## config.mk

```make
export PLATFORM = sky130hd
export DESIGN_NAME = quadrature_wheel_position_motor_drive_unit
export DESIGN_NICKNAME = d
export VERILOG_FILES = /design/src/hw/rtl/qwp_pkg.sv /design/src/hw/rtl/qwp_decode.sv /design/src/hw/rtl/qwp_cdiv.sv /design/src/hw/rtl/qwp_drive.sv /design/src/hw/rtl/quadrature_wheel_position_motor_drive_unit.sv
export VERILOG_INCLUDE_DIRS = /design/src /design/src/hw/rtl
export SDC_FILE = /design/constraint.sdc
export NUM_CORES = 1
export LEC_CHECK = 0
export ABC_AREA = 1
export BUFFER_PORTS_ARGS = -buffer_cell sky130_fd_sc_hd__buf_4
export CAP_MARGIN = 10
export CORE_MARGIN = 5
export CORE_UTILIZATION = 35
export CTS_CLUSTER_SIZE = 12
export DETAILED_ROUTE_END_ITERATION = 10
export PLACE_DENSITY_LB_ADDON = 0.3
export SKIP_CTS_REPAIR_TIMING = 1
export SLEW_MARGIN = 20
export SYNTH_ARGS = -nofsm -noshare
export SYNTH_HDL_FRONTEND = slang
export SYNTH_SLANG_ARGS = --single-unit
```

## constraint.sdc

```tcl
create_clock -name clk -period 7 [get_ports clk]
set_input_delay 0.35 -clock clk [delete_from_list [all_inputs] [get_ports clk]]
set_output_delay 0.35 -clock clk [all_outputs]
set_load 0.01 [all_outputs]
```

## src/hw/rtl/quadrature_wheel_position_motor_drive_unit_defines.svh

```systemverilog
// ---------------------------------------------------------------------------
// Assertion macros for the quadrature wheel position / motor drive unit
// Shared concurrent assertion forms, clocked on clk, off while rst_n is low.
// ---------------------------------------------------------------------------
`ifndef QUADRATURE_WHEEL_POSITION_MOTOR_DRIVE_UNIT_DEFINES_SVH
`define QUADRATURE_WHEEL_POSITION_MOTOR_DRIVE_UNIT_DEFINES_SVH

// same-cycle implication
`define QWP_ASSERT_IMPL(lbl, ante, cons, msg) \
  lbl: assert property (@(posedge clk) disable iff (!rst_n) (ante) |-> (cons)) \
    else $error(msg);

// next-cycle implication
`define QWP_ASSERT_NXT(lbl, ante, cons, msg) \
  lbl: assert property (@(posedge clk) disable iff (!rst_n) (ante) |=> (cons)) \
    else $error(msg);

`endif

```

## src/hw/rtl/qwp_pkg.sv

```systemverilog
// ---------------------------------------------------------------------------
// qwp_pkg
// Shared constants, types and tables of the wheel position / drive unit.
// ---------------------------------------------------------------------------
`default_nettype none

package qwp_pkg;

  // default limits
  localparam int QWP_ENCODER_LIMIT   = 5040;
  localparam int QWP_WHEEL_LIMIT_DEG = 360;

  // full-scale force magnitude
  localparam int QWP_FORCE_FULL = 10000;

  // field widths
  localparam int QWP_FORCE_W = 16;
  localparam int QWP_POS_W   = 14;
  localparam int QWP_DEG_W   = 10;
  localparam int QWP_DUTY_W  = 8;
  localparam int QWP_MAG_W   = $clog2(QWP_FORCE_FULL + 1);

  // configuration registers
  localparam int QWP_CFG_IDX_W = 1;
  localparam logic [QWP_CFG_IDX_W-1:0] QWP_CFG_DUTY_MIN = 1'd0;
  localparam logic [QWP_CFG_IDX_W-1:0] QWP_CFG_DUTY_MAX = 1'd1;

  localparam logic [QWP_DUTY_W-1:0] QWP_DUTY_MIN_RST = 8'd80;
  localparam logic [QWP_DUTY_W-1:0] QWP_DUTY_MAX_RST = 8'd244;

  // 4x decode step, indexed by {last_phase, phase}, phase = {b, a}
  localparam logic signed [1:0] QWP_STEP_TBL [16] = '{
     2'sd0,  2'sd1, -2'sd1,  2'sd0,
    -2'sd1,  2'sd0,  2'sd0,  2'sd1,
     2'sd1,  2'sd0,  2'sd0, -2'sd1,
     2'sd0, -2'sd1,  2'sd1,  2'sd0
  };

  // per-request control flags carried down the pipe
  typedef struct packed {
    logic oor;       // raw count beyond the encoder limit
    logic frc_nz;    // force command nonzero
    logic to_right;  // duty goes to the right channel
  } qwp_flags_t;

endpackage

`default_nettype wire

```

## src/hw/rtl/qwp_decode.sv

```systemverilog
// ---------------------------------------------------------------------------
// qwp_decode
// 4x quadrature decode, count clamp, force magnitude and channel choice.
// ---------------------------------------------------------------------------
`default_nettype none
`include "quadrature_wheel_position_motor_drive_unit_defines.svh"

module qwp_decode #(
  parameter int ENCODER_LIMIT = qwp_pkg::QWP_ENCODER_LIMIT,
  localparam int POS_W = $clog2(ENCODER_LIMIT + 1) + 1
) (
  input  logic                               clk,
  input  logic                               rst_n,
  input  logic                               en_i,
  input  logic                               vld_i,
  input  logic                               phase_a_i,
  input  logic                               phase_b_i,
  input  logic signed [qwp_pkg::QWP_FORCE_W-1:0] force_i,
  output logic                               vld_o,
  output qwp_pkg::qwp_flags_t                flg_o,
  output logic signed [POS_W-1:0]            pos_o,
  output logic [qwp_pkg::QWP_MAG_W-1:0]      mag_o
);
  import qwp_pkg::*;

  localparam logic signed [31:0]      LIM_S   = 32'(ENCODER_LIMIT);
  localparam logic signed [POS_W-1:0] POS_MAX = POS_W'(ENCODER_LIMIT);
  localparam logic signed [POS_W-1:0] POS_MIN = -POS_MAX;

  logic [31:0]              raw_count_r;
  logic [31:0]              raw_count_nxt;
  logic [1:0]               last_phase_r;
  logic [1:0]               phase;
  logic signed [1:0]        step;
  logic signed [31:0]       count;
  logic signed [POS_W-1:0]  pos_nxt;
  logic                     oor_nxt;
  logic signed [QWP_FORCE_W:0] fext;
  logic signed [QWP_FORCE_W:0] fabs;
  logic [QWP_MAG_W-1:0]     mag_nxt;
  logic                     frc_neg;
  logic                     frc_nz;
  qwp_flags_t               flg_nxt;

  logic                     vld_r;
  qwp_flags_t               flg_r;
  logic signed [POS_W-1:0]  pos_r;
  logic [QWP_MAG_W-1:0]     mag_r;

  assign phase         = {phase_b_i, phase_a_i};
  assign step          = QWP_STEP_TBL[{last_phase_r, phase}];
  assign raw_count_nxt = raw_count_r + 32'(step);
  assign count         = $signed(raw_count_nxt);

  always_comb begin
    if (count > LIM_S) begin
      pos_nxt = POS_MAX;
      oor_nxt = 1'b1;
    end else if (count < -LIM_S) begin
      pos_nxt = POS_MIN;
      oor_nxt = 1'b1;
    end else begin
      pos_nxt = POS_W'(count);
      oor_nxt = 1'b0;
    end
  end

  // magnitude, saturated at full scale (covers the most negative code)
  assign frc_neg = force_i[QWP_FORCE_W-1];
  assign frc_nz  = (force_i != '0);
  assign fext    = (QWP_FORCE_W + 1)'(force_i);
  assign fabs    = frc_neg ? -fext : fext;
  assign mag_nxt = (fabs > (QWP_FORCE_W + 1)'(QWP_FORCE_FULL)) ?
                   QWP_MAG_W'(QWP_FORCE_FULL) : fabs[QWP_MAG_W-1:0];

  always_comb begin
    flg_nxt.oor    = oor_nxt;
    flg_nxt.frc_nz = frc_nz;
    // out of range: follow the position sign instead of the force
    flg_nxt.to_right = oor_nxt ? !pos_nxt[POS_W-1] : (frc_nz && !frc_neg);
  end

  always_ff @(posedge clk) begin
    if (!rst_n) begin
      vld_r        <= 1'b0;
      raw_count_r  <= '0;
      last_phase_r <= '0;
    end else if (en_i) begin
      vld_r <= vld_i;
      if (vld_i) begin
        raw_count_r  <= raw_count_nxt;
        last_phase_r <= phase;
      end
    end
  end

  always_ff @(posedge clk) begin
    if (en_i) begin
      flg_r <= flg_nxt;
      pos_r <= pos_nxt;
      mag_r <= mag_nxt;
    end
  end

  assign vld_o = vld_r;
  assign flg_o = flg_r;
  assign pos_o = pos_r;
  assign mag_o = mag_r;

  `QWP_ASSERT_IMPL(a_oor_at_limit, vld_r && flg_r.oor, (pos_r == POS_MAX) || (pos_r == POS_MIN), "out of range without clamped position")
  `QWP_ASSERT_NXT(a_count_unit_step, en_i && vld_i, (raw_count_r == $past(raw_count_r)) || (raw_count_r == $past(raw_count_r) + 32'd1) || (raw_count_r == $past(raw_count_r) - 32'd1), "raw count moved by more than one")

endmodule

`default_nettype wire

```

## src/hw/rtl/qwp_cdiv.sv

```systemverilog
// ---------------------------------------------------------------------------
// qwp_cdiv
// Divide by a constant through reciprocal multiplication, one register stage.
// ---------------------------------------------------------------------------
`default_nettype none

module qwp_cdiv #(
  parameter int NUM_W = 23,
  parameter int DEN   = qwp_pkg::QWP_ENCODER_LIMIT,
  parameter int QUO_W = 10
) (
  input  logic             clk,
  input  logic             en_i,
  input  logic [NUM_W-1:0] num_i,
  output logic [QUO_W-1:0] quo_o
);

  // floor(n / DEN) == (n * MUL) >> SHF for every NUM_W-bit n;
  // the quotient itself must fit in QUO_W bits
  localparam int              SHF    = NUM_W + $clog2(DEN);
  localparam int              PROD_W = SHF + QUO_W;
  localparam longint unsigned MUL    = ((64'd1 << SHF) + 64'(DEN) - 64'd1) / 64'(DEN);

  logic [PROD_W-1:0] prod;
  logic [QUO_W-1:0]  quo_r;

  assign prod = PROD_W'(num_i) * PROD_W'(MUL);

  always_ff @(posedge clk) begin
    if (en_i) begin
      quo_r <= prod[SHF +: QUO_W];
    end
  end

  assign quo_o = quo_r;

endmodule

`default_nettype wire

```

## src/hw/rtl/qwp_drive.sv

```systemverilog
// ---------------------------------------------------------------------------
// qwp_drive
// Final stage: degrees offset, duty from quotient, held channel levels.
// ---------------------------------------------------------------------------
`default_nettype none
`include "quadrature_wheel_position_motor_drive_unit_defines.svh"

module qwp_drive #(
  parameter int ENCODER_LIMIT   = qwp_pkg::QWP_ENCODER_LIMIT,
  parameter int WHEEL_LIMIT_DEG = qwp_pkg::QWP_WHEEL_LIMIT_DEG,
  parameter int DEG_Q_W         = 10,
  localparam int POS_W = $clog2(ENCODER_LIMIT + 1) + 1
) (
  input  logic                                 clk,
  input  logic                                 rst_n,
  input  logic                                 en_i,
  input  logic                                 vld_i,
  input  qwp_pkg::qwp_flags_t                  flg_i,
  input  logic signed [POS_W-1:0]              pos_i,
  input  logic [DEG_Q_W-1:0]                   deg_q_i,
  input  logic [qwp_pkg::QWP_DUTY_W-1:0]       duty_q_i,
  input  logic [qwp_pkg::QWP_DUTY_W-1:0]       duty_min_i,
  input  logic [qwp_pkg::QWP_DUTY_W-1:0]       duty_max_i,
  output logic                                 vld_o,
  output logic signed [qwp_pkg::QWP_POS_W-1:0] position_o,
  output logic signed [qwp_pkg::QWP_DEG_W-1:0] wheel_degrees_o,
  output logic                                 out_of_range_o,
  output logic                                 motor_enable_o,
  output logic [qwp_pkg::QWP_DUTY_W-1:0]       right_duty_o,
  output logic [qwp_pkg::QWP_DUTY_W-1:0]       left_duty_o
);
  import qwp_pkg::*;

  logic signed [DEG_Q_W+1:0]     deg_s;
  logic [QWP_DUTY_W-1:0]         duty;

  logic                          vld_r;
  logic signed [QWP_POS_W-1:0]   pos_r;
  logic signed [QWP_DEG_W-1:0]   deg_r;
  logic                          oor_r;
  logic                          ena_r;
  logic [QWP_DUTY_W-1:0]         right_level_r;
  logic [QWP_DUTY_W-1:0]         left_level_r;

  assign deg_s = $signed({2'b00, deg_q_i}) - (DEG_Q_W + 2)'(WHEEL_LIMIT_DEG);

  // inverted range steps down from duty_min, truncating toward zero
  assign duty = (duty_max_i < duty_min_i) ? (duty_min_i - duty_q_i) :
                                            (duty_min_i + duty_q_i);

  always_ff @(posedge clk) begin
    if (!rst_n) begin
      vld_r         <= 1'b0;
      right_level_r <= '0;
      left_level_r  <= '0;
    end else if (en_i) begin
      vld_r <= vld_i;
      if (vld_i) begin
        if (flg_i.to_right) begin
          right_level_r <= duty;
        end else begin
          left_level_r <= duty;
        end
      end
    end
  end

  always_ff @(posedge clk) begin
    if (en_i) begin
      pos_r <= QWP_POS_W'(pos_i);
      deg_r <= QWP_DEG_W'(deg_s);
      oor_r <= flg_i.oor;
      ena_r <= flg_i.frc_nz;
    end
  end

  assign vld_o           = vld_r;
  assign position_o      = pos_r;
  assign wheel_degrees_o = deg_r;
  assign out_of_range_o  = oor_r;
  assign motor_enable_o  = ena_r;
  assign right_duty_o    = right_level_r;
  assign left_duty_o     = left_level_r;

  `QWP_ASSERT_NXT(a_right_hold, en_i && vld_i && !flg_i.to_right, right_level_r == $past(right_level_r), "right duty changed on a left request")

endmodule

`default_nettype wire

```

## src/hw/rtl/quadrature_wheel_position_motor_drive_unit.sv

```systemverilog
// ---------------------------------------------------------------------------
// quadrature_wheel_position_motor_drive_unit
// Wheel encoder decode with clamp, degree scaling and H-bridge duty drive.
// ---------------------------------------------------------------------------
// Usage:
//   Input channel (in_valid / in_stall): one request per encoder sample, the
//   two phase levels plus a signed force command. One request per cycle is
//   taken when in_stall is low; each request yields exactly one out_ result.
//   Result channel (out_valid / out_stall): clamped position, degrees, range
//   flag, motor enable and the held right / left PWM duties.
//   Pipeline: the input register, then decode/clamp, the two products, the
//   two constant divides (reciprocal multiply, one register each, side by
//   side) and the output register.
//   Throughput: one request per cycle, sustained while the pipe is not stalled.
//   Stall: the whole pipe freezes while out_valid is high and out_stall is
//   set; in_stall follows in the same cycle. Results are never dropped.
//   Config (cfg_valid / cfg_ready, always ready): index 0 duty_min, index 1
//   duty_max. Write only while the pipe is empty.
//   Reset (rst_n low, synchronous): count, last phase and both duty levels
//   go to zero, duty_min/duty_max to 80/244, the pipe empties.
// ---------------------------------------------------------------------------
`default_nettype none
`include "quadrature_wheel_position_motor_drive_unit_defines.svh"

module quadrature_wheel_position_motor_drive_unit #(
  parameter int ENCODER_LIMIT   = qwp_pkg::QWP_ENCODER_LIMIT,
  parameter int WHEEL_LIMIT_DEG = qwp_pkg::QWP_WHEEL_LIMIT_DEG
) (
  input  logic                                   clk,
  input  logic                                   rst_n,
  // sample requests
  input  logic                                   in_valid,
  output logic                                   in_stall,
  input  logic                                   in_phase_a,
  input  logic                                   in_phase_b,
  input  logic signed [qwp_pkg::QWP_FORCE_W-1:0] in_force_cmd,
  // results
  output logic                                   out_valid,
  input  logic                                   out_stall,
  output logic signed [qwp_pkg::QWP_POS_W-1:0]   out_position,
  output logic signed [qwp_pkg::QWP_DEG_W-1:0]   out_wheel_degrees,
  output logic                                   out_out_of_range,
  output logic                                   out_motor_enable,
  output logic [qwp_pkg::QWP_DUTY_W-1:0]         out_right_duty,
  output logic [qwp_pkg::QWP_DUTY_W-1:0]         out_left_duty,
  // configuration writes
  input  logic                                   cfg_valid,
  output logic                                   cfg_ready,
  input  logic [qwp_pkg::QWP_CFG_IDX_W-1:0]      cfg_index,
  input  logic [qwp_pkg::QWP_DUTY_W-1:0]         cfg_data
);
  import qwp_pkg::*;

  localparam int POS_W       = $clog2(ENCODER_LIMIT + 1) + 1;
  localparam int DEG_NUM_W   = POS_W + $clog2(WHEEL_LIMIT_DEG + 1);
  localparam int DUTY_NUM_W  = QWP_MAG_W + QWP_DUTY_W;
  localparam int DEG_Q_W     = $clog2(2 * WHEEL_LIMIT_DEG + 1);
  localparam logic signed [POS_W-1:0] POS_MAX = POS_W'(ENCODER_LIMIT);

  // global advance: everything moves unless a finished result is held
  logic en;

  // config registers
  logic [QWP_DUTY_W-1:0] duty_min_r;
  logic [QWP_DUTY_W-1:0] duty_max_r;

  // S0: input register
  logic                          in_vld_r;
  logic                          in_pa_r;
  logic                          in_pb_r;
  logic signed [QWP_FORCE_W-1:0] in_force_r;

  // S1: decode outputs
  logic                    s1_vld;
  qwp_flags_t              s1_flg;
  logic signed [POS_W-1:0] s1_pos;
  logic [QWP_MAG_W-1:0]    s1_mag;

  // S2: products into the dividers
  logic [POS_W-1:0]        x_sum;
  logic [QWP_DUTY_W-1:0]   duty_span;
  logic                    s2_vld_r;
  qwp_flags_t              s2_flg_r;
  logic signed [POS_W-1:0] s2_pos_r;
  logic [DEG_NUM_W-1:0]    deg_num_r;
  logic [DUTY_NUM_W-1:0]   duty_num_r;

  // side band alongside the divider stage
  logic                    sb_vld_r;
  qwp_flags_t              sb_flg_r;
  logic signed [POS_W-1:0] sb_pos_r;

  logic [DEG_Q_W-1:0]      deg_q;
  logic [QWP_DUTY_W-1:0]   duty_q;

  assign en        = !(out_valid && out_stall);
  assign in_stall  = !en;
  assign cfg_ready = 1'b1;

  always_ff @(posedge clk) begin
    if (!rst_n) begin
      duty_min_r <= QWP_DUTY_MIN_RST;
      duty_max_r <= QWP_DUTY_MAX_RST;
    end else if (cfg_valid) begin
      case (cfg_index)
        QWP_CFG_DUTY_MIN: duty_min_r <= cfg_data;
        QWP_CFG_DUTY_MAX: duty_max_r <= cfg_data;
        default: ;
      endcase
    end
  end

  // S0
  always_ff @(posedge clk) begin
    if (!rst_n) begin
      in_vld_r <= 1'b0;
    end else if (en) begin
      in_vld_r <= in_valid;
    end
  end

  always_ff @(posedge clk) begin
    if (en) begin
      in_pa_r    <= in_phase_a;
      in_pb_r    <= in_phase_b;
      in_force_r <= in_force_cmd;
    end
  end

  // S1: decode, clamp, magnitude; owns the count state
  qwp_decode #(
    .ENCODER_LIMIT(ENCODER_LIMIT)
  ) u_decode (
    .clk       (clk),
    .rst_n     (rst_n),
    .en_i      (en),
    .vld_i     (in_vld_r),
    .phase_a_i (in_pa_r),
    .phase_b_i (in_pb_r),
    .force_i   (in_force_r),
    .vld_o     (s1_vld),
    .flg_o     (s1_flg),
    .pos_o     (s1_pos),
    .mag_o     (s1_mag)
  );

  // S2: (pos + L) * D for degrees, |force| * |duty span| for duty.
  // (pos + L) * 2D / 2L equals (pos + L) * D / L since pos + L >= 0.
  assign x_sum     = unsigned'(s1_pos) + POS_W'(ENCODER_LIMIT);
  assign duty_span = (duty_max_r >= duty_min_r) ? (duty_max_r - duty_min_r) :
                                                 (duty_min_r - duty_max_r);

  always_ff @(posedge clk) begin
    if (!rst_n) begin
      s2_vld_r <= 1'b0;
    end else if (en) begin
      s2_vld_r <= s1_vld;
    end
  end

  always_ff @(posedge clk) begin
    if (en) begin
      s2_flg_r   <= s1_flg;
      s2_pos_r   <= s1_pos;
      deg_num_r  <= DEG_NUM_W'(x_sum) * DEG_NUM_W'(WHEEL_LIMIT_DEG);
      duty_num_r <= DUTY_NUM_W'(s1_mag) * DUTY_NUM_W'(duty_span);
    end
  end

  qwp_cdiv #(
    .NUM_W (DEG_NUM_W),
    .DEN   (ENCODER_LIMIT),
    .QUO_W (DEG_Q_W)
  ) u_deg_div (
    .clk   (clk),
    .en_i  (en),
    .num_i (deg_num_r),
    .quo_o (deg_q)
  );

  qwp_cdiv #(
    .NUM_W (DUTY_NUM_W),
    .DEN   (QWP_FORCE_FULL),
    .QUO_W (QWP_DUTY_W)
  ) u_duty_div (
    .clk   (clk),
    .en_i  (en),
    .num_i (duty_num_r),
    .quo_o (duty_q)
  );

  // side band keeps pace with the divider stage
  always_ff @(posedge clk) begin
    if (!rst_n) begin
      sb_vld_r <= 1'b0;
    end else if (en) begin
      sb_vld_r <= s2_vld_r;
    end
  end

  always_ff @(posedge clk) begin
    if (en) begin
      sb_flg_r <= s2_flg_r;
      sb_pos_r <= s2_pos_r;
    end
  end

  // final stage: output register and held duty levels
  qwp_drive #(
    .ENCODER_LIMIT   (ENCODER_LIMIT),
    .WHEEL_LIMIT_DEG (WHEEL_LIMIT_DEG),
    .DEG_Q_W         (DEG_Q_W)
  ) u_drive (
    .clk             (clk),
    .rst_n           (rst_n),
    .en_i            (en),
    .vld_i           (sb_vld_r),
    .flg_i           (sb_flg_r),
    .pos_i           (sb_pos_r),
    .deg_q_i         (deg_q),
    .duty_q_i        (duty_q),
    .duty_min_i      (duty_min_r),
    .duty_max_i      (duty_max_r),
    .vld_o           (out_valid),
    .position_o      (out_position),
    .wheel_degrees_o (out_wheel_degrees),
    .out_of_range_o  (out_out_of_range),
    .motor_enable_o  (out_motor_enable),
    .right_duty_o    (out_right_duty),
    .left_duty_o     (out_left_duty)
  );

  // zero force in range always lands duty_min on the left channel
  `QWP_ASSERT_IMPL(a_zero_force_left, out_valid && !out_motor_enable && !out_out_of_range, out_left_duty == duty_min_r, "zero force did not write duty_min left")
  `QWP_ASSERT_IMPL(a_sb_pos_range, sb_vld_r, (sb_pos_r <= POS_MAX) && (sb_pos_r >= -POS_MAX), "position beyond encoder limit")

endmodule

`default_nettype wire

```

**Word level (Yosys, flattened, before mapping)**

Memories as Yosys holds them, arrays and structs flattened.
Index checks and enable logic that the tools add are counted.

- Multiplexer cells: 10
- Add/subtract/negate cells: 8
- Order comparisons: 6
- Reduce and logical (&&, ||, !) cells: 11
- Multipliers: 4
- Bitwise gates (word level): 4

Operator list:

| kind | count |
|---|---|
| multiplier 20 x 24 -> 43 bit (second input constant) | 1 |
| multiplier 22 x 21 -> 42 bit (second input constant) | 1 |
| adder 32 bit | 1 |
| > comparator 32 x 14 -> 1 bit (second input constant) | 1 |
| less-than comparator 32 x 14 -> 1 bit (second input constant) | 1 |
| two-way mux 14 bit | 2 |
| subtractor 8 bit | 3 |
| multiplier 14 x 8 -> 22 bit | 1 |
| multiplier 14 x 6 -> 20 bit (second input constant) | 1 |
| > comparator 17 x 15 -> 1 bit (second input constant) | 1 |
| two-way mux 17 bit | 1 |
| negation 16 -> 17 bit | 1 |
| two-way mux 8 bit | 2 |
| nonzero test 16 bit | 1 |
| adder 14 x 13 -> 14 bit (second input constant) | 1 |
| subtractor 10 x 9 -> 10 bit (second input constant) | 1 |
| adder 8 bit | 1 |
| greater-or-equal comparator 8 bit | 1 |
| less-than comparator 8 bit | 1 |
| AND reduction 2 bit | 3 |
| AND reduction 3 bit | 2 |
| greater-or-equal comparator 5 bit (second input constant) | 1 |
| inverter 4 -> 5 bit | 1 |
| two-way mux 2 bit | 2 |
| 5 further kinds | 11 |

- Bits in read-only memories: 32
- Register bits after elaboration: 240
- Output and inout bits: 45
- Memories: 1
- Bits of input ports: 32
- Word-level logic and storage cells: 81

Memories:

| name | depth | bits a word | rd ports | clocked after memory_dff | wr ports | line | source |
|---|---|---|---|---|---|---|---|
| (no name shown) | 16 | 2 | 1 | 0 | 0 | qwp_decode.sv:51 | `assign step = QWP_STEP_TBL[{last_phase_r, phase}];` |

**Logic depth before layout (Yosys ltp)**

- Depth in word-level cells: 10
- Mapped depth: 36
- Gate-level depth less buffers: 34

**Cells and area by module**

From an unflattened synthesis, not the netlist that was laid out.

- Cells, all modules: 4,261
- Area, all modules: 33,388.3 µm²

Modules (own cells, without submodules):

| module | seq. area each (µm²) | cells each | area an instance (µm²) | times used |
|---|---|---|---|---|
| quadrature_wheel_position_motor_drive_unit | 3,143.0 | 1,064 | 9,713.1 | 1 |
| qwp_cdiv (u_duty_div) | 240.2 | 1,180 | 9,303.9 | 1 |
| qwp_cdiv (u_deg_div) | 300.3 | 840 | 6,373.6 | 1 |
| qwp_decode | 1,631.6 | 934 | 5,789.3 | 1 |
| qwp_drive | 1,121.1 | 243 | 2,208.4 | 1 |

**Least setup slack after synthesis**

OpenSTA, ideal clock, no wires.

- Path kind: register to register
- Start: register duty_min_r[1]
- End: register duty_num_r[17], data pin
- Arrival time: 5.718 ns
- Path buffers: 2
- Required time: 6.741 ns
- Cell stages (with the launch flop): 29
- Setup time: 0.259 ns
- Clock period less this slack: 5.977 ns
- Path slack: 1.023 ns
- Cells stage by stage: dfxtp_1 inv_1 fa_1 inv_1 o21ai_1 nand2_1 and2_1 buf_6 nand2_4 o21ai_0 xor2_1 buf_4 nor2_1 fa_1 fa_1 inv_1 fa_1 fa_1 inv_1 ha_1 a21oi_1 o21ai_1 a31oi_1 o21ai_1 a21boi_0 o21ai_0 nand3_1 nand2_1 xor2_1

- Longest elaborated chain between the ends: 3
- Elaborated cells on any way between the ends: 5
- Those cells by class: add/sub (2); mul (1); order compare (1); mux (1)

RTL lines:

| item | line | source |
|---|---|---|
| from (decl) | quadrature_wheel_position_motor_drive_unit.sv:64 | `logic [QWP_DUTY_W-1:0] duty_min_r;` |
| from (signal assigned) | quadrature_wheel_position_motor_drive_unit.sv:106 | `QWP_CFG_DUTY_MIN: duty_min_r <= cfg_data;` |
| subtractor 8 bit (tied with other cells) | quadrature_wheel_position_motor_drive_unit.sv:151 | `(duty_min_r - duty_max_r);` |
| two-way mux 8 bit (*) | quadrature_wheel_position_motor_drive_unit.sv:150 | `assign duty_span = (duty_max_r >= duty_min_r) ? (duty_max_r - duty_min_r) :` |
| multiplier 14 x 8 -> 22 bit (*) | quadrature_wheel_position_motor_drive_unit.sv:166 | `duty_num_r <= DUTY_NUM_W'(s1_mag) * DUTY_NUM_W'(duty_span);` |
| to (signal assigned) | quadrature_wheel_position_motor_drive_unit.sv:166 |  |
| to (decl) | quadrature_wheel_position_motor_drive_unit.sv:86 | `logic [DUTY_NUM_W-1:0] duty_num_r;` |

Mark *: on every way between the ends. The rest lies on a longest branch, timed or not.
A chain may end at the register's enable or synchronous reset.

**Worst setup path after layout**

- Start: register duty_max_r[0]
- End: register duty_num_r[17], data pin

- Longest elaborated chain between the ends: 3
- Elaborated cells on any way between the ends: 5
- Those cells by class: add/sub (2); mul (1); order compare (1); mux (1)

RTL lines:

| item | line | source |
|---|---|---|
| from (decl) | quadrature_wheel_position_motor_drive_unit.sv:65 | `logic [QWP_DUTY_W-1:0] duty_max_r;` |
| from (signal assigned) | quadrature_wheel_position_motor_drive_unit.sv:107 | `QWP_CFG_DUTY_MAX: duty_max_r <= cfg_data;` |
| subtractor 8 bit (tied with other cells) | quadrature_wheel_position_motor_drive_unit.sv:151 |  |
| two-way mux 8 bit (*) | quadrature_wheel_position_motor_drive_unit.sv:150 |  |
| multiplier 14 x 8 -> 22 bit (*) | quadrature_wheel_position_motor_drive_unit.sv:166 |  |

Marks and branches as above.

==> summary.md <==
| Metric | Value |
|---|---|
| Vias in the first global route | `~23000` |
| Final nets | `4498` |
| CP max stage delay | `between 0.5 and 0.6 ns` |
| Pre-antenna DRT Iters | `5` |
| R2R Setup Slk | `0.58 ns` |
| Initial DRC count | `between 1000 and 1500` |
| Worst Setup End Kind | `register` |
| Status | `completed` |
| Met2 Usage GRT | `between 20% and 30%` |
| Seq/Total Area, Yosys | `between 20% and 30%` |
| Area added between synthesis and finish | `10.4%` |
| RSZ-0062 raised after global routing | `false` |
| Distinct cells, synth | `56` |
| CTS H-Tree Depth | `1` |
| Leading cell type by number of instances after synthesis | `inv_1` |
| Asr flop ratio synth | `0%` |
| FF-to-FF End | `duty_num_r[17]$_DFFE_PN_` |
| Critical path peak fanout | `12` |
| GR met1 Demand/Resource | `23.1%` |
| Initial antenna violation count | `1` |
| Multi-input gate area | `~20000 um2` |
| YS warnings | `0` |
| Detailed Route WL | `about 74000 um` |
| Crit share post-route | `about nine tenths` |
| DR vias | `roughly 22000` |
| Syn avg cell area | `8.56 um2` |
| Drt drc | `0` |
| Pin count of the biggest net entering global routing | `around 80` |
| Synth cell count leaders | `883 x inv_1, 576 x nand2_1, 495 x ha_1` |
| Worst setup margin | `just under 0.6 ns` |
| Routability cong. | `between 0.9 and 1` |
| Hold path endpoint | `duty_max_r[5]$_SDFFE_PN1P_` |
| Post-synth top area share | `between 20% and 30%` |
| Ports | `between 70 and 80` |
| Skew-Pair Late Insertion Delay | `just over 0.6 ns` |
| Crit Reg-Reg Startpoint | `duty_max_r[0]$_SDFFE_PN0P_` |
| Overall Global Routing Usage | `15.9%` |
| Syn_nets | `about 4400` |
| Rows | `between 100 and 150` |
| Slew Limit Fails | `0` |
| Hold_sp | `cfg_data[5]` |
| Port bufs | `75` |
| Synth top area cells | `fa_1 22%, ha_1 20%, edfxtp_1 17%` |
| Synth Cell Area | `around 30000 um2` |
| # setup viols final | `0` |
| Cts bufs inserted | `31` |
| HP Class | `in2reg` |
| Post-synth top flop | `edfxtp_1` |
| Hold path cells | `3` |
| DR vias/cell | `4.62` |
| Relative max-transition margin | `25.5%` |
| #FFs+latches synth | `roughly 240` |
| ANT cells | `0` |
| Post-layout min period | `roughly 6.4 ns` |
| Worst-path clk slew | `approximately 0.06 ns` |
| # fillers | `between 8000 and 9000` |
| Max stage delay cell, worst path | `fa_1` |
| Placement Setup Slack | `a little over 0.5 ns` |
| Total core area | `between 80000 and 90000 um2` |
| Worst Path Buf+Inv | `6` |
| Max_cap viols | `0` |
| Setup TNS | `0 ns` |
| R2R depth | `29` |
| Area leader, netlist | `fa_1` |
| Antenna Nets Post-Route | `0` |
| Met3 usage | `2.53%` |
| WP data arrival | `slightly below 7 ns` |
| Clock root buffer master | `clkbuf_16` |
| Post-synth EDFFs | `167` |
| Critical Setup Path Class | `reg2reg` |
| FMAX | `~160 MHz` |
| Initial Util | `between 30% and 40%` |
| Clock buffer depth | `3` |
| Busiest grt layer | `met2` |
| Crit path launch type | `register` |
| Worst Skew | `between 0.01 and 0.015 ns` |
| First-pass GRT wire length | `around 120000 um` |
| Share of cells above drive strength 1 | `between 4 and 5%` |
| Width of the die | `304 um` |
| # clock sinks | `238` |
| Die height | `approximately 300 um` |
| FF/Latch Area | `~6400 um2` |
| TritonCTS clock tree | `built` |
| CP required | `approximately 7.4 ns` |
| Die outline area | `92400 um2` |
| Hold_ws | `about 0.023 ns` |
| Grt total ovfl | `0` |
| Avg WL per Cell | `approximately 15 um` |
| Worst-Margin Slew | `about 1.1 ns` |
| Synthesized instance count | `3536` |
| Delay-heaviest family, CP | `adder cells` |
| Final hold vios | `0` |
| Post-detail-place hpwl | `approximately 63000 um` |
## sequential cells by signal (all words and copies together) (netlist names), 2 cells and up
name	flops
u_decode.mag_o	14
s2_flg_r	3
u_duty_div.quo_o	8
u_drive.right_duty_o	8
duty_num_r	22
u_drive.left_duty_o	8
duty_min_r	8
u_decode.raw_count_r	32
deg_num_r	18
in_force_r	16
duty_max_r	8
u_decode.flg_o	3
u_drive.wheel_degrees_o	10
s2_pos_r	14
sb_flg_r	3
u_drive.position_o	14
sb_pos_r	14
u_deg_div.quo_o	10
u_decode.pos_o	14
u_decode.last_phase_r	2
## through the flow
stage | util [%] | std cells | instance area [um2]
floorplan | - | 3536 | 30300
global route | 39.0 | 4812 | 33400
global placement | 37.6 | 4732 | 32200
CTS | 38.8 | 4790 | 33200
finish | 39.0 | 4812 | 33400
detailed placement | 37.6 | 4732 | 32200
## worst max path at each step
| stage | to | start | slack [ns] | cells past startpoint |
|---|---|---|---|---|
| after floorplan | duty_num_r[17]$_DFFE_PN_ | duty_min_r[1]$_SDFFE_PN0P_ | 1.02 | 28 |
| after global placement | u_duty_div.quo_o[5]$_DFFE_PN_ | duty_num_r[1]$_DFFE_PN_ | 0.54 | 18 |
| after detailed placement | duty_num_r[17]$_DFFE_PN_ | duty_min_r[1]$_SDFFE_PN0P_ | 0.52 | 27 |
| after CTS | duty_num_r[17]$_DFFE_PN_ | duty_min_r[1]$_SDFFE_PN0P_ | 0.50 | 27 |
| after global routing | duty_num_r[18]$_DFFE_PN_ | duty_min_r[3]$_SDFFE_PN0P_ | 0.02 | 32 |
| final | duty_num_r[17]$_DFFE_PN_ | duty_max_r[0]$_SDFFE_PN0P_ | 0.58 | 29 |
## worst register-to-register path: cells and delay by family (launching register included)
family	cells	cell delay, ns
adder cells (fa/ha/maj)	7	2.93
AND/OR/NAND/NOR	8	0.84
flip-flops	1	0.31
AO/OA/AOI/OAI	5	0.92
XOR/XNOR	2	0.48
buffers and inverters	6	0.56
multiplexers	1	0.15
## area by class of cell
| class | count | share of cell area, % |
|---|---|---|
| Sequential cell | 238 | 19.3 |
| Tap cell | 1144 | 4.29 |
| Timing Repair Buffer | 108 | 2.59 |
| Inverter | 888 | 9.98 |
| Multi-Input combinational cell | 2376 | 60.8 |
| Clock inverter | 20 | 0.581 |
| Clock buffer | 38 | 2.46 |
## cell usage in the layout, fill, tap and decap left out, types with 11 or more instances in the layout
cell and n:
o211ai_1 35, nor4_1 14, nand4_1 26, clkbuf_16 31, a21oi_1 190, xnor2_1 26
buf_4 86, o21ai_0 110, nor2_2 11, edfxtp_1 167, dfxtp_1 70, nand3_1 96
nand2_1 574, ha_1 495, a31oi_1 12, xor2_1 79, dlygate4sd3_1 22, nor2_1 265
nor3_1 17, inv_1 883, fa_1 328, nand3b_1 11
## cells by family (layout without fill, tap and decap cells)
logic type,Yosys count,in the layout,synth area share [%]
compound gates,406,406,7.58
flops,238,238,21.3
other cells,1,1,0.0124
mux,2,2,0.0662
buf+inv,922,1054,11.6
xor+xnor,106,106,3.09
simple gates,1038,1038,14.2
fa+ha+maj,823,823,42.2
## metal layers
metal,share of wire [%],up-vias
li1,-,11400
met1,50,10400
met2,44,380
met3,4.7,77
met4,2.0,0
met5,0,-
Power is not shown: default switching activity piles up to over one toggle a cycle in this logic, so the estimate is an artifact.
